--- src/sv/assert_macros.svh ---
// ----------------------------------------------------------------------------
// assert_macros.svh
// Shared assertion macros for the hashed word lookup RTL.
// ----------------------------------------------------------------------------
`ifndef ASSERT_MACROS_SVH
`define ASSERT_MACROS_SVH

// same-cycle implication, checked outside reset
`define HWL_ASSERT_IMPL(name, clk, rst_n, ante, cons) \
    name: assert property (@(posedge clk) disable iff (!rst_n) (ante) |-> (cons)) \
        else $error("hashed_word_lookup: same-cycle check failed");

// next-cycle implication, checked outside reset
`define HWL_ASSERT_NEXT(name, clk, rst_n, ante, cons) \
    name: assert property (@(posedge clk) disable iff (!rst_n) (ante) |=> (cons)) \
        else $error("hashed_word_lookup: next-cycle check failed");

`endif

--- src/sv/hwl_pkg.sv ---
// ----------------------------------------------------------------------------
// hwl_pkg
// Widths, operation codes and the sdbm byte fold for the hashed word lookup.
// ----------------------------------------------------------------------------
package hwl_pkg;

    localparam int unsigned DEFAULT_DEPTH = 4096;

    localparam int unsigned HASH_W  = 64;
    localparam int unsigned INDEX_W = 12;
    localparam int unsigned COUNT_W = 13;
    localparam int unsigned BYTE_W  = 8;

    localparam int unsigned SDBM_SHIFT_LO = 6;
    localparam int unsigned SDBM_SHIFT_HI = 16;

    localparam logic OP_WRITE = 1'b0;
    localparam logic OP_QUERY = 1'b1;

    // h' = sext(byte) + (h << 6) + (h << 16) - h, modulo 2^64
    function automatic logic [HASH_W-1:0] sdbm_fold(
        input logic [HASH_W-1:0] h,
        input logic [BYTE_W-1:0] b
    );
        logic [HASH_W-1:0] sx;
        sx = {{(HASH_W-BYTE_W){b[BYTE_W-1]}}, b};
        return sx + (h << SDBM_SHIFT_LO) + (h << SDBM_SHIFT_HI) - h;
    endfunction

endpackage

--- src/sv/hwl_search.sv ---
// ----------------------------------------------------------------------------
// hwl_search
// Running sdbm hash, lower-bound binary search and duplicate run count over
// the hash table, with the result register on the output channel.
// ----------------------------------------------------------------------------
`include "assert_macros.svh"

module hwl_search #(
    parameter int unsigned TABLE_DEPTH = hwl_pkg::DEFAULT_DEPTH,
    localparam int unsigned AW = $clog2(TABLE_DEPTH),
    localparam int unsigned NW = $clog2(TABLE_DEPTH + 1)
) (
    input  logic                          i_clk,
    input  logic                          i_rst_n,
    input  logic                          i_in_valid,
    output logic                          o_in_stall,
    input  logic                          i_operation,
    input  logic signed [hwl_pkg::BYTE_W-1:0] i_query_byte,
    input  logic                          i_query_last,
    input  logic [NW-1:0]                 i_active_count,
    output logic                          o_rd_en,
    output logic [AW-1:0]                 o_rd_addr,
    input  logic [hwl_pkg::HASH_W-1:0]    i_rd_data,
    output logic                          o_out_valid,
    input  logic                          i_out_stall,
    output logic                          o_found,
    output logic [hwl_pkg::INDEX_W-1:0]   o_first_index,
    output logic [hwl_pkg::COUNT_W-1:0]   o_match_count
);
    import hwl_pkg::*;

    typedef enum logic [2:0] {
        S_IDLE,
        S_SEARCH,
        S_PROBE,
        S_CHECK,
        S_RUN,
        S_RUN_WAIT,
        S_FINISH
    } t_state;

    t_state              r_state, n_state;
    logic [HASH_W-1:0]   r_hash, n_hash;
    logic [HASH_W-1:0]   r_query, n_query;
    logic [NW-1:0]       r_lo, n_lo;
    logic [NW-1:0]       r_he, n_he;
    logic [NW-1:0]       r_mid, n_mid;
    logic [NW-1:0]       r_pos, n_pos;
    logic [NW-1:0]       r_run, n_run;
    logic                r_hit, n_hit;
    logic                r_out_valid, n_out_valid;
    logic                r_found, n_found;
    logic [INDEX_W-1:0]  r_first_index, n_first_index;
    logic [COUNT_W-1:0]  r_match_count, n_match_count;

    logic                w_accept;
    logic [HASH_W-1:0]   w_fold;
    logic [NW:0]         w_sum;
    logic [NW-1:0]       w_mid;
    logic [NW:0]         w_next;

    assign w_accept = i_in_valid && (r_state == S_IDLE);
    assign w_fold   = sdbm_fold(r_hash, i_query_byte);
    assign w_sum    = {1'b0, r_lo} + {1'b0, r_he} - {{NW{1'b0}}, 1'b1};
    assign w_mid    = w_sum[NW:1];
    assign w_next   = {1'b0, r_pos} + {1'b0, r_run};

    always_comb begin
        n_state       = r_state;
        n_hash        = r_hash;
        n_query       = r_query;
        n_lo          = r_lo;
        n_he          = r_he;
        n_mid         = r_mid;
        n_pos         = r_pos;
        n_run         = r_run;
        n_hit         = r_hit;
        n_found       = r_found;
        n_first_index = r_first_index;
        n_match_count = r_match_count;
        n_out_valid   = r_out_valid && i_out_stall;
        o_rd_en       = 1'b0;
        o_rd_addr     = AW'(r_pos);

        case (r_state)
            S_IDLE: begin
                if (w_accept && (i_operation == OP_QUERY)) begin
                    if (i_query_last) begin
                        n_hash  = '0;
                        n_query = w_fold;
                        n_lo    = '0;
                        n_he    = i_active_count;
                        n_pos   = '0;
                        n_run   = '0;
                        n_hit   = 1'b0;
                        n_state = (i_active_count == '0) ? S_FINISH : S_SEARCH;
                    end else begin
                        n_hash = w_fold;
                    end
                end
            end
            S_SEARCH: begin
                o_rd_en = 1'b1;
                if (r_lo < r_he) begin
                    o_rd_addr = AW'(w_mid);
                    n_mid     = w_mid;
                    n_state   = S_PROBE;
                end else begin
                    // search done: fetch the candidate entry
                    o_rd_addr = AW'(r_pos);
                    n_state   = S_CHECK;
                end
            end
            S_PROBE: begin
                if (i_rd_data >= r_query) begin
                    n_pos = r_mid;
                    n_he  = r_mid;
                end else begin
                    n_lo = r_mid + NW'(1);
                end
                n_state = S_SEARCH;
            end
            S_CHECK: begin
                if (i_rd_data == r_query) begin
                    n_hit   = 1'b1;
                    n_run   = NW'(1);
                    n_state = S_RUN;
                end else begin
                    n_state = S_FINISH;
                end
            end
            S_RUN: begin
                if (w_next < {1'b0, i_active_count}) begin
                    o_rd_en   = 1'b1;
                    o_rd_addr = AW'(w_next);
                    n_state   = S_RUN_WAIT;
                end else begin
                    n_state = S_FINISH;
                end
            end
            S_RUN_WAIT: begin
                if (i_rd_data == r_query) begin
                    n_run   = r_run + NW'(1);
                    n_state = S_RUN;
                end else begin
                    n_state = S_FINISH;
                end
            end
            S_FINISH: begin
                // hold until the output slot is free
                if (!r_out_valid || !i_out_stall) begin
                    n_out_valid   = 1'b1;
                    n_found       = r_hit;
                    n_first_index = r_hit ? INDEX_W'(r_pos) : '0;
                    n_match_count = r_hit ? COUNT_W'(r_run) : '0;
                    n_state       = S_IDLE;
                end
            end
            default: begin
                n_state = S_IDLE;
            end
        endcase
    end

    always_ff @(posedge i_clk) begin
        if (!i_rst_n) begin
            r_state     <= S_IDLE;
            r_hash      <= '0;
            r_lo        <= '0;
            r_he        <= '0;
            r_pos       <= '0;
            r_out_valid <= 1'b0;
        end else begin
            r_state     <= n_state;
            r_hash      <= n_hash;
            r_lo        <= n_lo;
            r_he        <= n_he;
            r_pos       <= n_pos;
            r_out_valid <= n_out_valid;
        end
        r_query       <= n_query;
        r_mid         <= n_mid;
        r_run         <= n_run;
        r_hit         <= n_hit;
        r_found       <= n_found;
        r_first_index <= n_first_index;
        r_match_count <= n_match_count;
    end

    assign o_in_stall    = (r_state != S_IDLE);
    assign o_out_valid   = r_out_valid;
    assign o_found       = r_found;
    assign o_first_index = r_first_index;
    assign o_match_count = r_match_count;

    `HWL_ASSERT_IMPL(a_miss_is_zero, i_clk, i_rst_n, o_out_valid && !o_found, (o_first_index == '0) && (o_match_count == '0))
    `HWL_ASSERT_IMPL(a_hit_has_count, i_clk, i_rst_n, o_out_valid && o_found, o_match_count != '0)
    `HWL_ASSERT_IMPL(a_bounds_ordered, i_clk, i_rst_n, (r_state == S_SEARCH) || (r_state == S_PROBE), r_lo <= r_he)
    `HWL_ASSERT_NEXT(a_probe_follows, i_clk, i_rst_n, (r_state == S_SEARCH) && (r_lo < r_he), r_state == S_PROBE)

endmodule

--- config.mk ---
export PLATFORM = sky130hd
export DESIGN_NAME = hwl_search
export DESIGN_NICKNAME = d
export VERILOG_FILES = /design/src/sv/hwl_pkg.sv /design/src/sv/hwl_search.sv
export VERILOG_INCLUDE_DIRS = /design/src /design/src/sv
export SDC_FILE = /design/constraint.sdc
export NUM_CORES = 1
export LEC_CHECK = 0
export ABC_AREA = 1
export BUFFER_PORTS_ARGS = -buffer_cell sky130_fd_sc_hd__buf_2
export CORE_ASPECT_RATIO = 1.1
export CORE_MARGIN = 5
export CORE_UTILIZATION = 55
export CTS_CLUSTER_DIAMETER = 30
export DETAILED_ROUTE_END_ITERATION = 10
export PLACE_DENSITY = 0.74
export SKIP_CTS_REPAIR_TIMING = 1
export SLEW_MARGIN = 20
export SYNTH_ARGS = -nofsm -noshare
export SYNTH_HDL_FRONTEND = slang
export SYNTH_SLANG_ARGS = --single-unit
--- constraint.sdc ---
create_clock -name i_clk -period 5.7 [get_ports i_clk]
set_clock_uncertainty 0.15 [all_clocks]
set_input_delay 1.14 -clock i_clk [delete_from_list [all_inputs] [get_ports i_clk]]
set_output_delay 1.14 -clock i_clk [all_outputs]
set_load 0.02 [all_outputs]
=== Yosys cells after proc, flatten, opt, wreduce, memory -nomap -nowiden ===
Index checks and enable logic that the tools add are counted.

* Bits in read-only memories: 0
* Output and inout bits: 41
* Logic and storage cells: 92
* Input port bits: 91
* Flip-flop bits (word level): 224
* Bits in latches: 0
* Memories: 0
* Memory bits (writable): 0

* Shift-type cells: 0
* Bitwise gates (word level): 0
* Multipliers: 0
* Add/subtract/negate cells: 8
* Reductions and logical operators: 22
* Div/mod/pow operators: 0
* Muxes and demuxes: 32
* Eq/ne operators: 14
* Magnitude comparators: 3

{| class="wikitable"
|+ Operator list
! operator !! count
|-
| $add A64 B64 Y64 || 2
|-
| $mux W13 || 8
|-
| $pmux W13 S2 || 3
|-
| $eq A64 B64 Y1 || 1
|-
| $ge A64 B64 Y1 || 1
|-
| $mux W64 || 1
|-
| $sub A64 B64 Y64 || 1
|-
| $pmux W13 S3 || 1
|-
| $add A13 B13 Y14 || 2
|-
| $add A13 B1 Y13 const B || 2
|-
| $mux W12 || 2
|-
| $pmux W12 S2 || 1
|-
| $pmux W3 S6 || 1
|-
| $lt A14 B13 Y1 || 1
|-
| $sub A14 B1 Y14 const B || 1
|-
| $logic_not A13 Y1 || 1
|-
| $lt A13 B13 Y1 || 1
|-
| $mux W3 || 4
|-
| $ne A2 B2 Y1 const B || 6
|-
| $reduce_and A4 Y1 || 3
|-
| $eq A3 B3 Y1 const B || 3
|-
| $mux W1 || 7
|-
| $eq A3 B2 Y1 const B || 2
|-
| $reduce_and A2 Y1 || 3
|-
| other kinds (13) || 21
|}

=== Logic depth before layout (Yosys ltp) ===
* Depth after elaboration: 5
* Depth in mapped cells: 22

=== Worst setup path before layout ===
OpenSTA, ideal clock, no wires.

* Path kind: in2reg
* From: in i_operation
* To: reg r_run[0], enable pin
* Setup slack: 0.748 ns
* Arrival: 4.399 ns
* Path buffers: 0
* Library setup time: 0.404 ns
* Data required time: 5.146 ns
* Stages: 4
* Cell sequence: nand3_2 nor2_2 nor2_1 a211oi_1

* Longest elaborated chain between the ends: 3

{| class="wikitable"
|+ RTL lines
! item !! RTL line !! text
|-
| start: declaration || hwl_search.sv:17 || <nowiki>input logic i_operation,</nowiki>
|-
| $logic_and A1 B1 Y1 || hwl_search.sv:87 || <nowiki>if (w_accept && (i_operation == OP_QUERY)) begin</nowiki>
|-
| $ne A2 B1 Y1 (no source line) || - ||
|-
| $reduce_and A5 Y1 (no source line) || - ||
|-
| end signal: assignment || hwl_search.sv:183 || <nowiki>r_run <= n_run;</nowiki>
|-
| end: declaration || hwl_search.sv:49 || <nowiki>logic [NW-1:0] r_run, n_run;</nowiki>
|}

Every way passes these cells.
A chain may end at the register's enable or synchronous reset.

=== Final worst setup path ===
* From: reg r_run[0]
* To: out o_rd_addr[8]

* Longest elaborated chain between the ends: 4

{| class="wikitable"
|+ RTL lines
! item !! RTL line !! text
|-
| $add A13 B13 Y14 (*) || hwl_search.sv:66 || <nowiki>assign w_next = {1'b0, r_pos} + {1'b0, r_run};</nowiki>
|-
| $lt A14 B13 Y1 || hwl_search.sv:133 || <nowiki>if (w_next < {1'b0, i_active_count}) begin</nowiki>
|-
| $mux W12 (*) || hwl_search.sv:133 ||
|-
| $pmux W12 S2 (*) || hwl_search.sv:85 || <nowiki>case (r_state)</nowiki>
|-
| end: declaration || hwl_search.sv:22 || <nowiki>output logic [AW-1:0] o_rd_addr,</nowiki>
|}

Mark *: on every way between the ends. The rest lies on a longest branch, timed or not.

==> Implementation_results.wiki <==
{| class="wikitable"
! Metric !! Value
|-
| Result of the run || finished, final reports clean
|-
| Setup crit start || r_run[0]$_DFFE_PP_
|-
| HPWL reported at the end of detailed placement || 54.38 mm
|-
| Final design utilization || 63.42%
|-
| Initial antenna violation count || 0
|-
| Actual transition at the worst max-transition pin || 1.065 ns
|-
| Static leakage || 12.28 nW
|-
| FILL cells || 3358
|-
| Clock Sinks || 224
|-
| Hold path startpoint || r_he[10]$_SDFFE_PN0P_
|-
| Count of cell types in the netlist || 48
|-
| Length in cells of the worst reg-to-reg path || 16
|-
| Worst hold-check path type || reg -> reg
|-
| TNS Setup || 0 ns
|-
| Count of final hold-check violations || 0
|-
| Data required, critical path || 4.41 ns
|-
| Final period utilization || 96.39%
|-
| CTS buffer count || 53
|-
| Share of cells above drive strength 1 || 8.792%
|-
| DIE HEIGHT || 215.1 um
|-
| Routed vias || 20.08k
|-
| Power density relative to cell area || 527.1 mW/mm^2
|-
| Top cell type by total area after synthesis || sky130_fd_sc_hd__edfxtp_1
|-
| Post-Route WL || 67.46 mm
|-
| Die span in x || 196.5 um
|-
| Number of flops mapped to enable cells by yosys || 117
|-
| Clock Pin Slew Worst Setup and Hold Paths || 0.05 ns
|-
| Mean cell area of the mapped netlist || 7.095 sq um
|-
| CP endpoint kind || output port
|-
| Total congestion overflow after global routing || 0
|-
| Final antenna-violating net count || 0
|-
| Cell area after technology mapping || 0.02104 sq mm
|-
| Routability cong. || 1.072
|-
| Final routed wire length divided by cell count || 18.42 um
|-
| Number of placed I/O pins || 132
|-
| Clock insertion delay at the later pin of the skew report || 0.58 ns
|-
| Post-route DRC violation count || 0
|-
| Flops & latches, synth || 224
|-
| Worst setup slack for register-to-register paths || 1.56 ns
|-
| R2R Path End || r_query[45]$_DFFE_PP_
|-
| Clock tree buffer depth || 3
|-
| Maximum number of pins on one net before global-route repair || 66
|-
| Final setup margin || 0.2057 ns
|-
| Unrepaired setup endpoints after global routing || false
|-
| FFs w/ async S/R, synth || 0%
|-
| Global-route wire length before repair || 104.4 mm
|-
| Worst vdd rail ir drop || 0.0003412 V
|-
| Capture point of the critical path || o_rd_addr[8]
|-
| Worst setup path class || reg -> out
|-
| Sequential fraction of the synthesis area || 26.88%
|-
| Syn Inst Count || 2966
|-
| Count of warnings emitted by yosys || 0
|-
| Critical path startpoint category || flip-flop
|-
| Signal arrival time at the worst endpoint || 4.20 ns
|-
| All-Layer GR Usage || 31.35%
|-
| Max-capacitance violation count || 0
|-
| Initial core utilization || 55.37%
|-
| TritonCTS clock tree || yes
|-
| Vias in the first global route || 19.84k
|-
| FMAX || 182.0 MHz
|-
| Layout Area Growth over Synthesis || 14.55%
|-
| Area fraction of the dominant cell type after synthesis || 16.70%
|-
| Length of the first detailed-routing pass in iterations || 6
|-
| Launch instance of the worst register-to-register path || r_hash[25]$_SDFFE_PN0P_
|-
| Worst rel slew slack || 28.88%
|-
| Max-slew violation count || 0
|-
| Top post-synthesis cells by count || 764 x sky130_fd_sc_hd__nand2_1, 694 x sky130_fd_sc_hd__inv_1, 245 x sky130_fd_sc_hd__a21oi_1
|-
| Final setup vio count || 0
|-
| Number of nets in the layout || 3524
|-
| Max FO, Critical Path || 9
|-
| Std-Cell Core Area || 0.03801 sq mm
|-
| Most repeated cell in the gate-level netlist after synthesis || sky130_fd_sc_hd__nand2_1
|-
| Post-Synthesis Net Count || 3373
|-
| Setup slack at placement || 0.5365 ns
|-
| Count of buffers from port buffering || 131
|-
| Leading cell types by total area after synthesis || sky130_fd_sc_hd__edfxtp_1 17%, sky130_fd_sc_hd__nand2_1 14%, sky130_fd_sc_hd__ha_1 12%, sky130_fd_sc_hd__inv_1 12%, sky130_fd_sc_hd__dfxtp_1 10%
|-
| Level count of the clock H-tree || 2
|-
| Total die area || 0.04227 sq mm
|-
| Final Critical Period || 5.494 ns
|-
| First DRT Iteration DRCs || 1648
|-
| Mean number of vias per cell || 5.481
|-
| Cell Rows || 75
|-
| Main synth FF type || sky130_fd_sc_hd__edfxtp_1
|-
| Clk root buf || sky130_fd_sc_hd__clkbuf_16
|}
-- flip-flops by register name, summed over array words and instances, names as in the netlist --
register       flops
r_run             13
r_pos             13
r_query           64
r_mid             13
o_first_index     12
r_hash            64
o_found            1
o_match_count     13
r_lo              13
r_he              13
o_out_valid        1
r_hit              1
r_state            3
-- how the worst min path moves through the flow --
stage | end | slack, ns | cells after the start
after floorplan | o_found$_DFFE_PP_ | 0.27 | 0
final | r_he[10]$_SDFFE_PN0P_ | 0.31 | 2
after CTS | r_hash[42]$_SDFFE_PN0P_ | 0.31 | 2
after global routing | r_hash[46]$_SDFFE_PN0P_ | 0.33 | 2
after detailed placement | r_hash[42]$_SDFFE_PN0P_ | 0.31 | 2
after global placement | r_hash[42]$_SDFFE_PN0P_ | 0.30 | 2
-- cell usage in the layout (no fill, tap or decap), types with 3 or more instances in the layout --
cell	Yosys	final
sky130_fd_sc_hd__bufinv_16	0	7
sky130_fd_sc_hd__xnor2_1	14	13
sky130_fd_sc_hd__nand3_1	123	123
sky130_fd_sc_hd__nand3_2	3	3
sky130_fd_sc_hd__a21o_1	5	5
sky130_fd_sc_hd__ha_1	209	209
sky130_fd_sc_hd__nor2_1	204	204
sky130_fd_sc_hd__inv_2	6	7
sky130_fd_sc_hd__o211ai_1	8	8
sky130_fd_sc_hd__o21ai_0	78	77
sky130_fd_sc_hd__nor4_1	3	3
sky130_fd_sc_hd__buf_4	2	9
sky130_fd_sc_hd__xor2_1	42	42
sky130_fd_sc_hd__nand2_1	764	763
sky130_fd_sc_hd__nand3b_1	11	11
sky130_fd_sc_hd__and2_1	28	28
sky130_fd_sc_hd__nor3_1	32	32
sky130_fd_sc_hd__nor3b_1	7	7
sky130_fd_sc_hd__a21oi_1	245	244
sky130_fd_sc_hd__a31oi_1	3	3
sky130_fd_sc_hd__o21a_1	8	8
sky130_fd_sc_hd__clkbuf_1	30	3
sky130_fd_sc_hd__dfxtp_1	107	107
sky130_fd_sc_hd__inv_1	694	693
sky130_fd_sc_hd__clkinv_4	0	12
sky130_fd_sc_hd__o21bai_1	13	13
sky130_fd_sc_hd__nor2_2	8	6
sky130_fd_sc_hd__clkinvlp_4	0	7
sky130_fd_sc_hd__buf_2	8	130
sky130_fd_sc_hd__inv_6	0	8
sky130_fd_sc_hd__clkbuf_16	0	55
sky130_fd_sc_hd__fa_1	107	107
sky130_fd_sc_hd__nand4_1	47	47
sky130_fd_sc_hd__clkinv_2	0	5
sky130_fd_sc_hd__edfxtp_1	117	117
sky130_fd_sc_hd__nand2_2	6	7
sky130_fd_sc_hd__a21oi_2	3	4
sky130_fd_sc_hd__and3_1	3	3
sky130_fd_sc_hd__o21ai_1	3	4
-- metal layers --
layer  vias up  track usage, %  routed length (um)
met5         -               0                   0
met4         0           15.41                3968
met3       262           5.873                5941
met2       952           53.96               32390
met1      9291           37.54               25160
li1       9572               -                   -
-- critical path, cell delays in order (launching register included) --
cell,delay (ns)
sky130_fd_sc_hd__edfxtp_1,0.49
sky130_fd_sc_hd__ha_1,0.26
sky130_fd_sc_hd__fa_1,0.46
sky130_fd_sc_hd__a31o_2,0.25
sky130_fd_sc_hd__xor2_1,0.26
sky130_fd_sc_hd__inv_1,0.12
sky130_fd_sc_hd__ha_1,0.33
sky130_fd_sc_hd__nand2_1,0.07
sky130_fd_sc_hd__o21a_1,0.17
sky130_fd_sc_hd__o21ai_1,0.10
sky130_fd_sc_hd__nand2_1,0.08
sky130_fd_sc_hd__nand2_1,0.08
sky130_fd_sc_hd__nand2_1,0.09
sky130_fd_sc_hd__nand2_4,0.13
sky130_fd_sc_hd__nand2_1,0.13
sky130_fd_sc_hd__nand2_2,0.15
sky130_fd_sc_hd__o21ai_0,0.11
sky130_fd_sc_hd__nand2_1,0.15
sky130_fd_sc_hd__buf_2,0.18
-- stage by stage --
stage | total power (W) | std cells | hold slack [ns] | instance area (sq um)
final | 0.01271 | 3663 | 0.3113 | 24100
after global placement | 0.009146 | 3561 | 0.3032 | 22210
after floorplan | 0.007125 | 2966 | 0.2744 | 21040
after detailed placement | 0.009293 | 3561 | 0.3071 | 22210
after global routing | 0.01361 | 3662 | 0.3269 | 24100
after CTS | 0.01251 | 3661 | 0.3146 | 24080
-- cell families after synthesis --
kind of cell             synth area share [%]
AND/OR/NAND/NOR                         24.99
AO/OA/AOI/OAI                           9.603
adder cells (fa/ha/maj)                 22.61
XOR/XNOR                                2.408
buffers and inverters                   13.52
flip-flops                              26.88
-- area by class of cell --
class,count,area (sq um),share of cell area (%)
multi-input cells,1997,12570,52.16
flip-flops and latches,224,5655,23.46
inverters,701,2631,10.92
clock buffers,59,1401,5.814
repair buffers,140,738.2,3.063
well taps,500,625.6,2.595
clock inverters,41,478.0,1.983
diodes,1,2.502,0.01038
-- where the power goes --
part	internal, W	leakage [nW]	switching (W)
clock	0.00211	0.901	0.00105
sequential	0.00216	1.91	0.000197
combinational	0.00228	9.47	0.00491
total	0.00655	12.3	0.00616
No activity file was read; power rests on OpenSTA's default activity.
